File: src/rtl/lsu_pkg.sv
// Shared types and constants for the literal string unescaper.
`default_nettype none
package lsu_pkg;

    localparam int MAX_DEPTH_DEF = 255;
    localparam int Q_DEPTH       = 4;
    localparam int Q_IDX_W       = $clog2(Q_DEPTH);
    localparam int Q_CNT_W       = $clog2(Q_DEPTH + 1);

    localparam logic [7:0] CH_LPAREN = 8'h28;
    localparam logic [7:0] CH_RPAREN = 8'h29;
    localparam logic [7:0] CH_BSLASH = 8'h5c;
    localparam logic [7:0] CH_N      = 8'h6e;
    localparam logic [7:0] CH_R      = 8'h72;
    localparam logic [7:0] CH_T      = 8'h74;
    localparam logic [7:0] CH_B      = 8'h62;
    localparam logic [7:0] CH_F      = 8'h66;
    localparam logic [7:0] CH_ZERO   = 8'h30;
    localparam logic [7:0] CH_SEVEN  = 8'h37;
    localparam logic [7:0] CH_LF     = 8'h0a;
    localparam logic [7:0] CH_CR     = 8'h0d;
    localparam logic [7:0] CH_TAB    = 8'h09;
    localparam logic [7:0] CH_BS     = 8'h08;
    localparam logic [7:0] CH_FF     = 8'h0c;

    localparam logic [2:0] MODE_IDLE = 3'd0;
    localparam logic [2:0] MODE_BODY = 3'd1;
    localparam logic [2:0] MODE_ESC  = 3'd2;
    localparam logic [2:0] MODE_OCT1 = 3'd3;
    localparam logic [2:0] MODE_OCT2 = 3'd4;

    // one result item
    typedef struct packed {
        logic [7:0] out_byte;
        logic       out_valid;
        logic       last;
        logic       error;
    } res_t;

endpackage
`default_nettype wire

File: src/rtl/lsu_in_if.sv
// Input byte channel.
`default_nettype none
interface lsu_in_if;
    logic       valid;
    logic       ready;
    logic [7:0] in_byte;

    modport source (output valid, output in_byte, input ready);
    modport sink   (input valid, input in_byte, output ready);
endinterface
`default_nettype wire

File: src/rtl/lsu_out_if.sv
// Decoded result channel.
`default_nettype none
interface lsu_out_if;
    logic       valid;
    logic       ready;
    logic [7:0] out_byte;
    logic       out_valid;
    logic       last;
    logic       error;

    modport source (output valid, output out_byte, output out_valid, output last,
                    output error, input ready);
    modport sink   (input valid, input out_byte, input out_valid, input last,
                    input error, output ready);
endinterface
`default_nettype wire

File: src/rtl/lsu_decode.sv
// Parser state registers and per-byte decode logic.
`default_nettype none
module lsu_decode #(
    parameter int MAX_DEPTH = 255
) (
    input  wire logic        clk,
    input  wire logic        rst_n,
    input  wire logic        take,
    input  wire logic [7:0]  in_byte,
    output lsu_pkg::res_t    res0,
    output lsu_pkg::res_t    res1,
    output logic [1:0]       res_cnt
);
    import lsu_pkg::*;

    localparam int DEPTH_W = $clog2(MAX_DEPTH + 1);
    localparam logic [DEPTH_W-1:0] DEPTH_MAX = DEPTH_W'(MAX_DEPTH);

    typedef struct packed {
        logic [2:0]         mode;
        logic [DEPTH_W-1:0] depth;
        logic               skip;
        logic               emit;
        res_t               res;
    } body_t;

    logic [2:0]         mode_reg, mode_next;
    logic [DEPTH_W-1:0] depth_reg, depth_next;
    logic [7:0]         acc_reg, acc_next;
    logic               skip_reg, skip_next;

    function automatic res_t mk(input logic [7:0] b, input logic v,
                                input logic l, input logic e);
        res_t r;
        r.out_byte  = b;
        r.out_valid = v;
        r.last      = l;
        r.error     = e;
        return r;
    endfunction

    // ordinary string body byte
    function automatic body_t body_step(input logic [7:0] b, input logic skip,
                                        input logic [DEPTH_W-1:0] depth);
        body_t o;
        o.mode  = MODE_BODY;
        o.depth = depth;
        o.skip  = (b == CH_CR);
        o.emit  = 1'b1;
        o.res   = mk(b, 1'b1, 1'b0, 1'b0);
        if (skip && b == CH_LF) begin
            o.emit = 1'b0;
        end else if (b == CH_LPAREN) begin
            if (depth >= DEPTH_MAX) begin
                o.mode  = MODE_IDLE;
                o.depth = '0;
                o.res   = mk(8'h00, 1'b0, 1'b0, 1'b1);
            end else begin
                o.depth = depth + 1'b1;
            end
        end else if (b == CH_RPAREN) begin
            if (depth == '0) begin
                o.mode = MODE_IDLE;
                o.res  = mk(8'h00, 1'b0, 1'b1, 1'b0);
            end else begin
                o.depth = depth - 1'b1;
            end
        end else if (b == CH_BSLASH) begin
            o.mode = MODE_ESC;
            o.emit = 1'b0;
        end else if (b == CH_CR) begin
            o.res = mk(CH_LF, 1'b1, 1'b0, 1'b0);
        end
        return o;
    endfunction

    logic       is_oct;
    logic [2:0] digit;
    logic [7:0] acc_shift;
    body_t      bo_cur;
    body_t      bo_flush;

    assign is_oct    = (in_byte >= CH_ZERO) && (in_byte <= CH_SEVEN);
    assign digit     = in_byte[2:0];
    assign acc_shift = {acc_reg[4:0], digit};
    assign bo_cur    = body_step(in_byte, skip_reg, depth_reg);
    assign bo_flush  = body_step(in_byte, 1'b0, depth_reg);

    always_comb
    begin
        mode_next  = mode_reg;
        depth_next = depth_reg;
        acc_next   = acc_reg;
        skip_next  = skip_reg;
        res0       = mk(8'h00, 1'b0, 1'b0, 1'b0);
        res1       = mk(8'h00, 1'b0, 1'b0, 1'b0);
        res_cnt    = 2'd0;
        case (mode_reg)
            MODE_BODY:
            begin
                mode_next  = bo_cur.mode;
                depth_next = bo_cur.depth;
                skip_next  = bo_cur.skip;
                res0       = bo_cur.res;
                res_cnt    = {1'b0, bo_cur.emit};
            end
            MODE_ESC:
            begin
                mode_next = MODE_BODY;
                skip_next = 1'b0;
                res_cnt   = 2'd1;
                if (in_byte == CH_CR) begin
                    skip_next = 1'b1;
                    res_cnt   = 2'd0;
                end else if (in_byte == CH_LF) begin
                    res_cnt = 2'd0;
                end else if (is_oct) begin
                    acc_next  = {5'd0, digit};
                    mode_next = MODE_OCT1;
                    res_cnt   = 2'd0;
                end else begin
                    case (in_byte)
                        CH_N:    res0 = mk(CH_LF, 1'b1, 1'b0, 1'b0);
                        CH_R:    res0 = mk(CH_CR, 1'b1, 1'b0, 1'b0);
                        CH_T:    res0 = mk(CH_TAB, 1'b1, 1'b0, 1'b0);
                        CH_B:    res0 = mk(CH_BS, 1'b1, 1'b0, 1'b0);
                        CH_F:    res0 = mk(CH_FF, 1'b1, 1'b0, 1'b0);
                        default: res0 = mk(in_byte, 1'b1, 1'b0, 1'b0);
                    endcase
                end
            end
            MODE_OCT1, MODE_OCT2:
            begin
                if (is_oct) begin
                    acc_next = acc_shift;
                    if (mode_reg == MODE_OCT1) begin
                        mode_next = MODE_OCT2;
                    end else begin
                        mode_next = MODE_BODY;
                        res0      = mk(acc_shift, 1'b1, 1'b0, 1'b0);
                        res_cnt   = 2'd1;
                    end
                end else begin
                    // flush the octal value, then treat the byte as body text
                    res0       = mk(acc_reg, 1'b1, 1'b0, 1'b0);
                    res1       = bo_flush.res;
                    res_cnt    = bo_flush.emit ? 2'd2 : 2'd1;
                    mode_next  = bo_flush.mode;
                    depth_next = bo_flush.depth;
                    skip_next  = bo_flush.skip;
                end
            end
            default:
            begin
                mode_next = MODE_IDLE;
                if (in_byte == CH_LPAREN) begin
                    mode_next  = MODE_BODY;
                    depth_next = '0;
                    acc_next   = 8'h00;
                    skip_next  = 1'b0;
                end else begin
                    res0    = mk(8'h00, 1'b0, 1'b0, 1'b1);
                    res_cnt = 2'd1;
                end
            end
        endcase
    end

    always_ff @(posedge clk or negedge rst_n)
    begin
        if (!rst_n) begin
            mode_reg  <= MODE_IDLE;
            depth_reg <= '0;
            acc_reg   <= 8'h00;
            skip_reg  <= 1'b0;
        end else if (take) begin
            mode_reg  <= mode_next;
            depth_reg <= depth_next;
            acc_reg   <= acc_next;
            skip_reg  <= skip_next;
        end
    end

endmodule
`default_nettype wire

File: src/rtl/lsu_outq.sv
// Small result queue that takes up to two results per cycle and gives one.
`default_nettype none
module lsu_outq (
    input  wire logic                      clk,
    input  wire logic                      rst_n,
    input  wire logic [1:0]                push_cnt,
    input  wire lsu_pkg::res_t             push0,
    input  wire lsu_pkg::res_t             push1,
    input  wire logic                      pop,
    output lsu_pkg::res_t                  head,
    output logic [lsu_pkg::Q_CNT_W-1:0]    count
);
    import lsu_pkg::*;

    res_t               q_reg [Q_DEPTH];
    logic [Q_IDX_W-1:0] wr_reg, wr_next;
    logic [Q_IDX_W-1:0] rd_reg, rd_next;
    logic [Q_CNT_W-1:0] cnt_reg, cnt_next;
    logic [Q_IDX_W-1:0] wr_idx1;

    assign wr_idx1 = wr_reg + 1'b1;
    assign head    = q_reg[rd_reg];
    assign count   = cnt_reg;

    always_comb
    begin
        wr_next  = wr_reg + Q_IDX_W'(push_cnt);
        rd_next  = rd_reg + Q_IDX_W'(pop);
        cnt_next = cnt_reg + Q_CNT_W'(push_cnt) - Q_CNT_W'(pop);
    end

    always_ff @(posedge clk)
    begin
        if (push_cnt != 2'd0) begin
            q_reg[wr_reg] <= push0;
        end
        if (push_cnt == 2'd2) begin
            q_reg[wr_idx1] <= push1;
        end
    end

    always_ff @(posedge clk or negedge rst_n)
    begin
        if (!rst_n) begin
            wr_reg  <= '0;
            rd_reg  <= '0;
            cnt_reg <= '0;
        end else begin
            wr_reg  <= wr_next;
            rd_reg  <= rd_next;
            cnt_reg <= cnt_next;
        end
    end

endmodule
`default_nettype wire

File: src/rtl/literal_string_unescaper_unit.sv
// Top level of the PDF literal string unescaper.
//
// din carries raw stream bytes, starting at the opening parenthesis; dout
// carries decoded results: out_byte/out_valid for string bytes, last on the
// closing parenthesis, error for a stray byte while idle or nesting overflow.
// Each byte updates the parser state in the cycle of its transfer; its results
// are written into a four-entry result queue and appear on dout from there.
// Throughput: one byte per cycle while din.ready is high. A byte that ends an
// octal escape can yield two results, which the queue drains one per cycle
// while dout.ready is high.
// din.ready is high while at least two queue entries are free (registered
// count, no path from dout.ready to din.ready); a stalled receiver fills the
// queue and then holds off input, results stay in order and are never lost.
// Reset clears the parser to idle (awaiting an opening parenthesis) and
// empties the queue. Bytes that produce no result (escape leaders, the first
// two octal digits, an opening parenthesis while idle) pass with no output.
`default_nettype none
module literal_string_unescaper_unit #(
    parameter int MAX_DEPTH = lsu_pkg::MAX_DEPTH_DEF
) (
    input  wire logic  clk,
    input  wire logic  rst_n,
    lsu_in_if.sink     din,
    lsu_out_if.source  dout
);
    import lsu_pkg::*;

    logic               take;
    logic               pop;
    res_t               res0;
    res_t               res1;
    logic [1:0]         res_cnt;
    logic [1:0]         push_cnt;
    res_t               head;
    logic [Q_CNT_W-1:0] q_count;

    assign din.ready = (q_count <= Q_CNT_W'(Q_DEPTH - 2));
    assign take      = din.valid && din.ready;
    assign push_cnt  = take ? res_cnt : 2'd0;
    assign pop       = dout.valid && dout.ready;

    lsu_decode #(
        .MAX_DEPTH (MAX_DEPTH)
    ) u_decode (
        .clk     (clk),
        .rst_n   (rst_n),
        .take    (take),
        .in_byte (din.in_byte),
        .res0    (res0),
        .res1    (res1),
        .res_cnt (res_cnt)
    );

    lsu_outq u_outq (
        .clk      (clk),
        .rst_n    (rst_n),
        .push_cnt (push_cnt),
        .push0    (res0),
        .push1    (res1),
        .pop      (pop),
        .head     (head),
        .count    (q_count)
    );

    assign dout.valid     = (q_count != '0);
    assign dout.out_byte  = head.out_byte;
    assign dout.out_valid = head.out_valid;
    assign dout.last      = head.last;
    assign dout.error     = head.error;

    a_q_bound: assert property (@(posedge clk) disable iff (!rst_n)
        q_count <= Q_CNT_W'(Q_DEPTH))
        else $error("result queue over capacity");

    a_no_pop_empty: assert property (@(posedge clk) disable iff (!rst_n)
        pop |-> q_count != '0)
        else $error("result transfer from empty queue");

    a_pair_after_octal: assert property (@(posedge clk) disable iff (!rst_n)
        (take && res_cnt == 2'd2) |-> res0.out_valid && !res0.last && !res0.error)
        else $error("two results without a pending octal value");

    a_count_track: assert property (@(posedge clk) disable iff (!rst_n)
        (!take && !pop) |=> $stable(q_count))
        else $error("queue count moved without a transfer");

endmodule
`default_nettype wire

File: src/flat_wrapper.sv
// flat-port wrapper written by rule: the top's interface ports become plain ports
module literal_string_unescaper_unit_flat import lsu_pkg::*;
#(
    parameter int MAX_DEPTH = lsu_pkg::MAX_DEPTH_DEF
)
  (clk, rst_n, din_valid, din_in_byte, din_ready, dout_valid, dout_out_byte, dout_out_valid, dout_last, dout_error, dout_ready);
  lsu_in_if din_i ();
  lsu_out_if dout_i ();
  input  wire logic clk;
  input  wire logic rst_n;
  input wire logic [$bits(din_i.valid)-1:0] din_valid;
  input wire logic [$bits(din_i.in_byte)-1:0] din_in_byte;
  output wire logic [$bits(din_i.ready)-1:0] din_ready;
  output wire logic [$bits(dout_i.valid)-1:0] dout_valid;
  output wire logic [$bits(dout_i.out_byte)-1:0] dout_out_byte;
  output wire logic [$bits(dout_i.out_valid)-1:0] dout_out_valid;
  output wire logic [$bits(dout_i.last)-1:0] dout_last;
  output wire logic [$bits(dout_i.error)-1:0] dout_error;
  input wire logic [$bits(dout_i.ready)-1:0] dout_ready;
  assign din_i.valid = din_valid;
  assign din_i.in_byte = din_in_byte;
  assign din_ready = din_i.ready;
  assign dout_valid = dout_i.valid;
  assign dout_out_byte = dout_i.out_byte;
  assign dout_out_valid = dout_i.out_valid;
  assign dout_last = dout_i.last;
  assign dout_error = dout_i.error;
  assign dout_i.ready = dout_ready;
  literal_string_unescaper_unit #(.MAX_DEPTH(MAX_DEPTH)) u_core (.clk(clk), .rst_n(rst_n), .din(din_i), .dout(dout_i));
endmodule
File: config.mk
export PLATFORM = sky130hd
export DESIGN_NAME = literal_string_unescaper_unit_flat
export DESIGN_NICKNAME = d
export VERILOG_FILES = /design/src/rtl/lsu_pkg.sv /design/src/rtl/lsu_in_if.sv /design/src/rtl/lsu_out_if.sv /design/src/rtl/lsu_decode.sv /design/src/rtl/lsu_outq.sv /design/src/rtl/literal_string_unescaper_unit.sv /design/src/flat_wrapper.sv
export SDC_FILE = /design/constraint.sdc
export NUM_CORES = 1
export LEC_CHECK = 0
export CAP_MARGIN = 20
export CORE_ASPECT_RATIO = 1.5
export CORE_MARGIN = 4
export CORE_UTILIZATION = 45
export CTS_BUF_LIST = sky130_fd_sc_hd__clkbuf_4 sky130_fd_sc_hd__clkbuf_8
export CTS_CLUSTER_DIAMETER = 80
export CTS_CLUSTER_SIZE = 30
export DETAILED_ROUTE_END_ITERATION = 8
export DONT_BUFFER_PORTS = 1
export GPL_ROUTABILITY_DRIVEN = 0
export GPL_TIMING_DRIVEN = 0
export PLACE_DENSITY_LB_ADDON = 0.2
export SLEW_MARGIN = 20
export SYNTH_ARGS = -nofsm -noshare
export SYNTH_HDL_FRONTEND = slang
export SYNTH_SLANG_ARGS = --single-unit
File: constraint.sdc
create_clock -name clk -period 6.95 [get_ports clk]
set_input_delay 1.7375 -clock clk [delete_from_list [all_inputs] [get_ports clk]]
set_output_delay 1.7375 -clock clk [all_outputs]
set_load 0.01 [all_outputs]
==> results_dict.tcl <==
set metrics [dict create \
    area_growth_pct 8.403 \
    worstHoldEndpoint "u_core.u_outq.count[2]" \
    wire_per_inst_um 21.61 \
    drv_slew 0 \
    synth_area_mm2 0.004646 \
    row_count 45 \
    rsz0062_at_grt "false" \
    maxSlewHeadroom_pct 26.87 \
    drc 0 \
    core_mm2 0.01013 \
    reg2regPathDepth 12 \
    critical_path_peak_fanout 10 \
    crit-reg2reg-capture "u_core.u_outq.count[2]" \
    synth_warnings 0 \
    ys_seq_area_share_pct 42.98 \
    post_synth_num_cell_types 79 \
    die_w_um 90.96 \
    io_buffer_count 0 \
    finalWorstPathRequiredPeriod_ns 4.608 \
    largest_register_ff_count 44 \
    dominantRegCellSynth "sky130_fd_sc_hd__edfxtp_1" \
    layout_worst_path_cycle_share_pct 66.30 \
    synth-edff-count 44 \
    flip_flop_and_latch_count_after_synthesis 71 \
    holdPathStages 1 \
    timing.reg2reg.setup_slack_ns 3.63 \
    setup_viol_count_final 0 \
    route.antenna.remaining_nets 0 \
    firstDrtPassIters 4 \
    grt_first_pass_wirelength_um 20310 \
    overflow 0 \
    vdd.ir_drop.worst_v 0.00009807 \
    transition_at_the_pin_with_the_smallest_max_transition_slack_ns 1.094 \
    postSynthNetCount 463 \
    cts.sink_count 71 \
    clk-insertion-delay-late_ns 0.36 \
    postSynth.asyncResetShare_pct 38.03 \
    route.vias.total 3691 \
    dpl.hpwl_um 9535 \
    timing.hold.worst.class "reg -> reg" \
    grt_start_max_net_pins 28 \
    timing.setup.tns_ns 0 \
    grt_antenna_before_repair 0 \
    gr-usage-all-layers_pct 21.70 \
    arrival_ns 4.85 \
    final-hold-violation-count 0 \
    crit_required_ns 7.19 \
    maxCapViolCount 0 \
    cts_root_buf "sky130_fd_sc_hd__clkbuf_8" \
    fp.dieArea_mm2 0.01205 \
    maximum_clock_skew_at_final_layout_ns 0.008228 \
    detail_route.wirelength_um 12470 \
    final_standard_cell_utilization_of_the_core_pct 49.69 \
    clk_pin_slew_worst_paths_ns 0.08 \
    synth.avg_cell_area_um2 10.49 \
    worstSetupStartpointType "input pin" \
    cts_max_path_buffers 2 \
    effective_utilization_at_floorplan_pct 45.84 \
    cellLeakagePower_nw 1.939 \
    result_of_the_run "completed" \
    share_of_final_layout_standard_cells_stronger_than_drive_strength_1_pct 16.30 \
    max_clock_freq_ghz 0.2170 \
    crit-reg2reg-launch "u_core.u_decode.mode_reg[0]" \
    vertical_die_dimension_um 132.4 \
    synth_cells 443 \
    vias_per_cell 6.397 \
    cts_tree "yes" \
    worst-setup-path-type "in -> reg" \
    io-pin-count 25 \
    cts_max_level 3 \
    post_cts.resized_instances 0 \
    via_count_of_the_first_global_routing_pass 3781 \
    power_per_cell_area_mw_per_mm2 266.7 \
    layout.nets 475 \
    cts_hold_repair.buffers 0 \
    hp-start "u_core.u_outq.count[2]" \
    final.fill_count 907 \
    detail_route.iter0.violations 187 \
    numCtsBuffers 9 \
    cts_setup_buffers 0 \
    worst_setup_path_end_kind "flop" \
    antenna_cells_inserted 0 \
]
==> cell usage after synthesis, types with 4 or more instances <==
master / number / area share [%]
sky130_fd_sc_hd__edfxtp_1: 44 / 28
sky130_fd_sc_hd__nand2_1: 39 / 3.2
sky130_fd_sc_hd__dfrtp_1: 27 / 15
sky130_fd_sc_hd__nor2_1: 26 / 2.1
sky130_fd_sc_hd__a21oi_1: 24 / 2.6
sky130_fd_sc_hd__inv_1: 19 / 1.5
sky130_fd_sc_hd__o21ai_0: 18 / 1.9
sky130_fd_sc_hd__a22o_1: 17 / 3.2
sky130_fd_sc_hd__mux2i_1: 17 / 3.7
sky130_fd_sc_hd__nand3_1: 15 / 1.6
sky130_fd_sc_hd__o21ai_1: 15 / 1.6
sky130_fd_sc_hd__buf_2: 14 / 1.5
sky130_fd_sc_hd__mux4_2: 11 / 5.3
sky130_fd_sc_hd__ha_1: 7 / 1.9
sky130_fd_sc_hd__o31ai_1: 7 / 1.1
sky130_fd_sc_hd__and2_1: 6 / 0.81
sky130_fd_sc_hd__and3_1: 6 / 0.81
sky130_fd_sc_hd__clkbuf_1: 6 / 0.48
sky130_fd_sc_hd__a31oi_1: 5 / 0.67
sky130_fd_sc_hd__mux2_1: 5 / 1.2
sky130_fd_sc_hd__nor2b_1: 5 / 0.67
sky130_fd_sc_hd__nor3_1: 5 / 0.54
sky130_fd_sc_hd__xnor2_1: 5 / 0.94
sky130_fd_sc_hd__a211oi_1: 4 / 0.65
sky130_fd_sc_hd__a32oi_1: 4 / 0.75
sky130_fd_sc_hd__and3b_1: 4 / 0.75
sky130_fd_sc_hd__and4_1: 4 / 0.75
sky130_fd_sc_hd__nand2b_1: 4 / 0.54
==> layout by cell type, fill, tap and decap left out, types with 6 or more instances in the layout <==
cell	n
sky130_fd_sc_hd__o31ai_1	7
sky130_fd_sc_hd__inv_1	19
sky130_fd_sc_hd__a22o_1	17
sky130_fd_sc_hd__mux2i_1	17
sky130_fd_sc_hd__nand3_1	15
sky130_fd_sc_hd__nor2_1	25
sky130_fd_sc_hd__edfxtp_1	44
sky130_fd_sc_hd__o21ai_1	15
sky130_fd_sc_hd__clkbuf_1	6
sky130_fd_sc_hd__a21oi_1	24
sky130_fd_sc_hd__clkbuf_8	9
sky130_fd_sc_hd__dfrtp_1	27
sky130_fd_sc_hd__nand2_1	39
sky130_fd_sc_hd__mux4_2	11
sky130_fd_sc_hd__and3_1	6
sky130_fd_sc_hd__buf_2	14
sky130_fd_sc_hd__ha_1	7
sky130_fd_sc_hd__o21ai_0	18
sky130_fd_sc_hd__and2_1	6
==> worst max-delay path: stages <==
cell	delay, ns
sky130_fd_sc_hd__buf_2	0.21
sky130_fd_sc_hd__nor4bb_1	0.56
sky130_fd_sc_hd__a31o_2	0.32
sky130_fd_sc_hd__nor2_1	0.09
sky130_fd_sc_hd__o31ai_2	0.67
sky130_fd_sc_hd__ha_1	0.36
sky130_fd_sc_hd__inv_1	0.06
sky130_fd_sc_hd__ha_1	0.14
sky130_fd_sc_hd__inv_1	0.05
sky130_fd_sc_hd__fa_1	0.37
sky130_fd_sc_hd__xor2_1	0.16
sky130_fd_sc_hd__xnor2_1	0.13
==> stage by stage <==
| stage | hold WS (ns) | instances | setup WS (ns) | power (mW) | area [um^2] |
|---|---|---|---|---|---|
| floorplan | 0.4620 | 443 | 2.697 | 0.9031 | 4646 |
| global placement | 0.4823 | 560 | 1.739 | 1.001 | 4792 |
| detailed placement | 0.4950 | 561 | 1.986 | 1.024 | 4838 |
| CTS | 0.5089 | 577 | 2.371 | 1.359 | 5034 |
| global route | 0.5376 | 577 | 2.109 | 1.429 | 5036 |
| finish | 0.5073 | 577 | 2.342 | 1.343 | 5036 |
==> where the power goes <==
group / switching (mW) / total, mW / leakage [nW] / internal [mW]
logic: 0.263 / 0.441 / 1.12 / 0.179
clock network: 0.168 / 0.333 / 0.0933 / 0.166
registers: 0.0423 / 0.568 / 0.725 / 0.526
==> cells by family after synthesis <==
family | after synthesis | share of synthesized area (%)
flops | 71 | 42.98
xor+xnor | 8 | 1.508
simple gates | 148 | 18.34
fa+ha+maj | 8 | 2.316
mux | 33 | 10.21
buf+inv | 47 | 4.417
compound gates | 128 | 20.23
==> final cells by class <==
cell class                 instances  area [um^2]  area share [%]
inverter                          22        82.58           1.640
sequential                        71         1997           39.65
timing repair buffer               1        11.26          0.2236
multi-input combinational        325         2481           49.27
buffer                            25        122.6           2.435
clock inverter                     7        71.32           1.416
tap                              117        146.4           2.907
clock buffer                       9        123.9           2.460
==> routing by layer <==
layer  GRT usage (%)  routed length [um]  up-vias
met4           10.91                 501        0
met3           4.551                 627       39
met5               0                   0        -
met1           23.37                4582     1807
met2           39.61                6758      132
li1                -                   -     1713
==> worst max path at each step <==
stage                                      endpoint  slack (ns)  cells past startpoint      startpoint
final                        u_core.u_outq.count[2]        2.34                     12  din_in_byte[1]
after global routing         u_core.u_outq.count[2]        2.11                     12  din_in_byte[1]
after CTS                    u_core.u_outq.count[2]        2.37                     12  din_in_byte[1]
after detailed placement     u_core.u_outq.count[2]        1.99                     12  din_in_byte[1]
after global placement    u_core.u_outq.q_reg[0][2]        1.74                      6  din_in_byte[1]
after floorplan              u_core.u_outq.count[2]        2.70                     12  din_in_byte[1]
(Power assumes the default switching activity.)
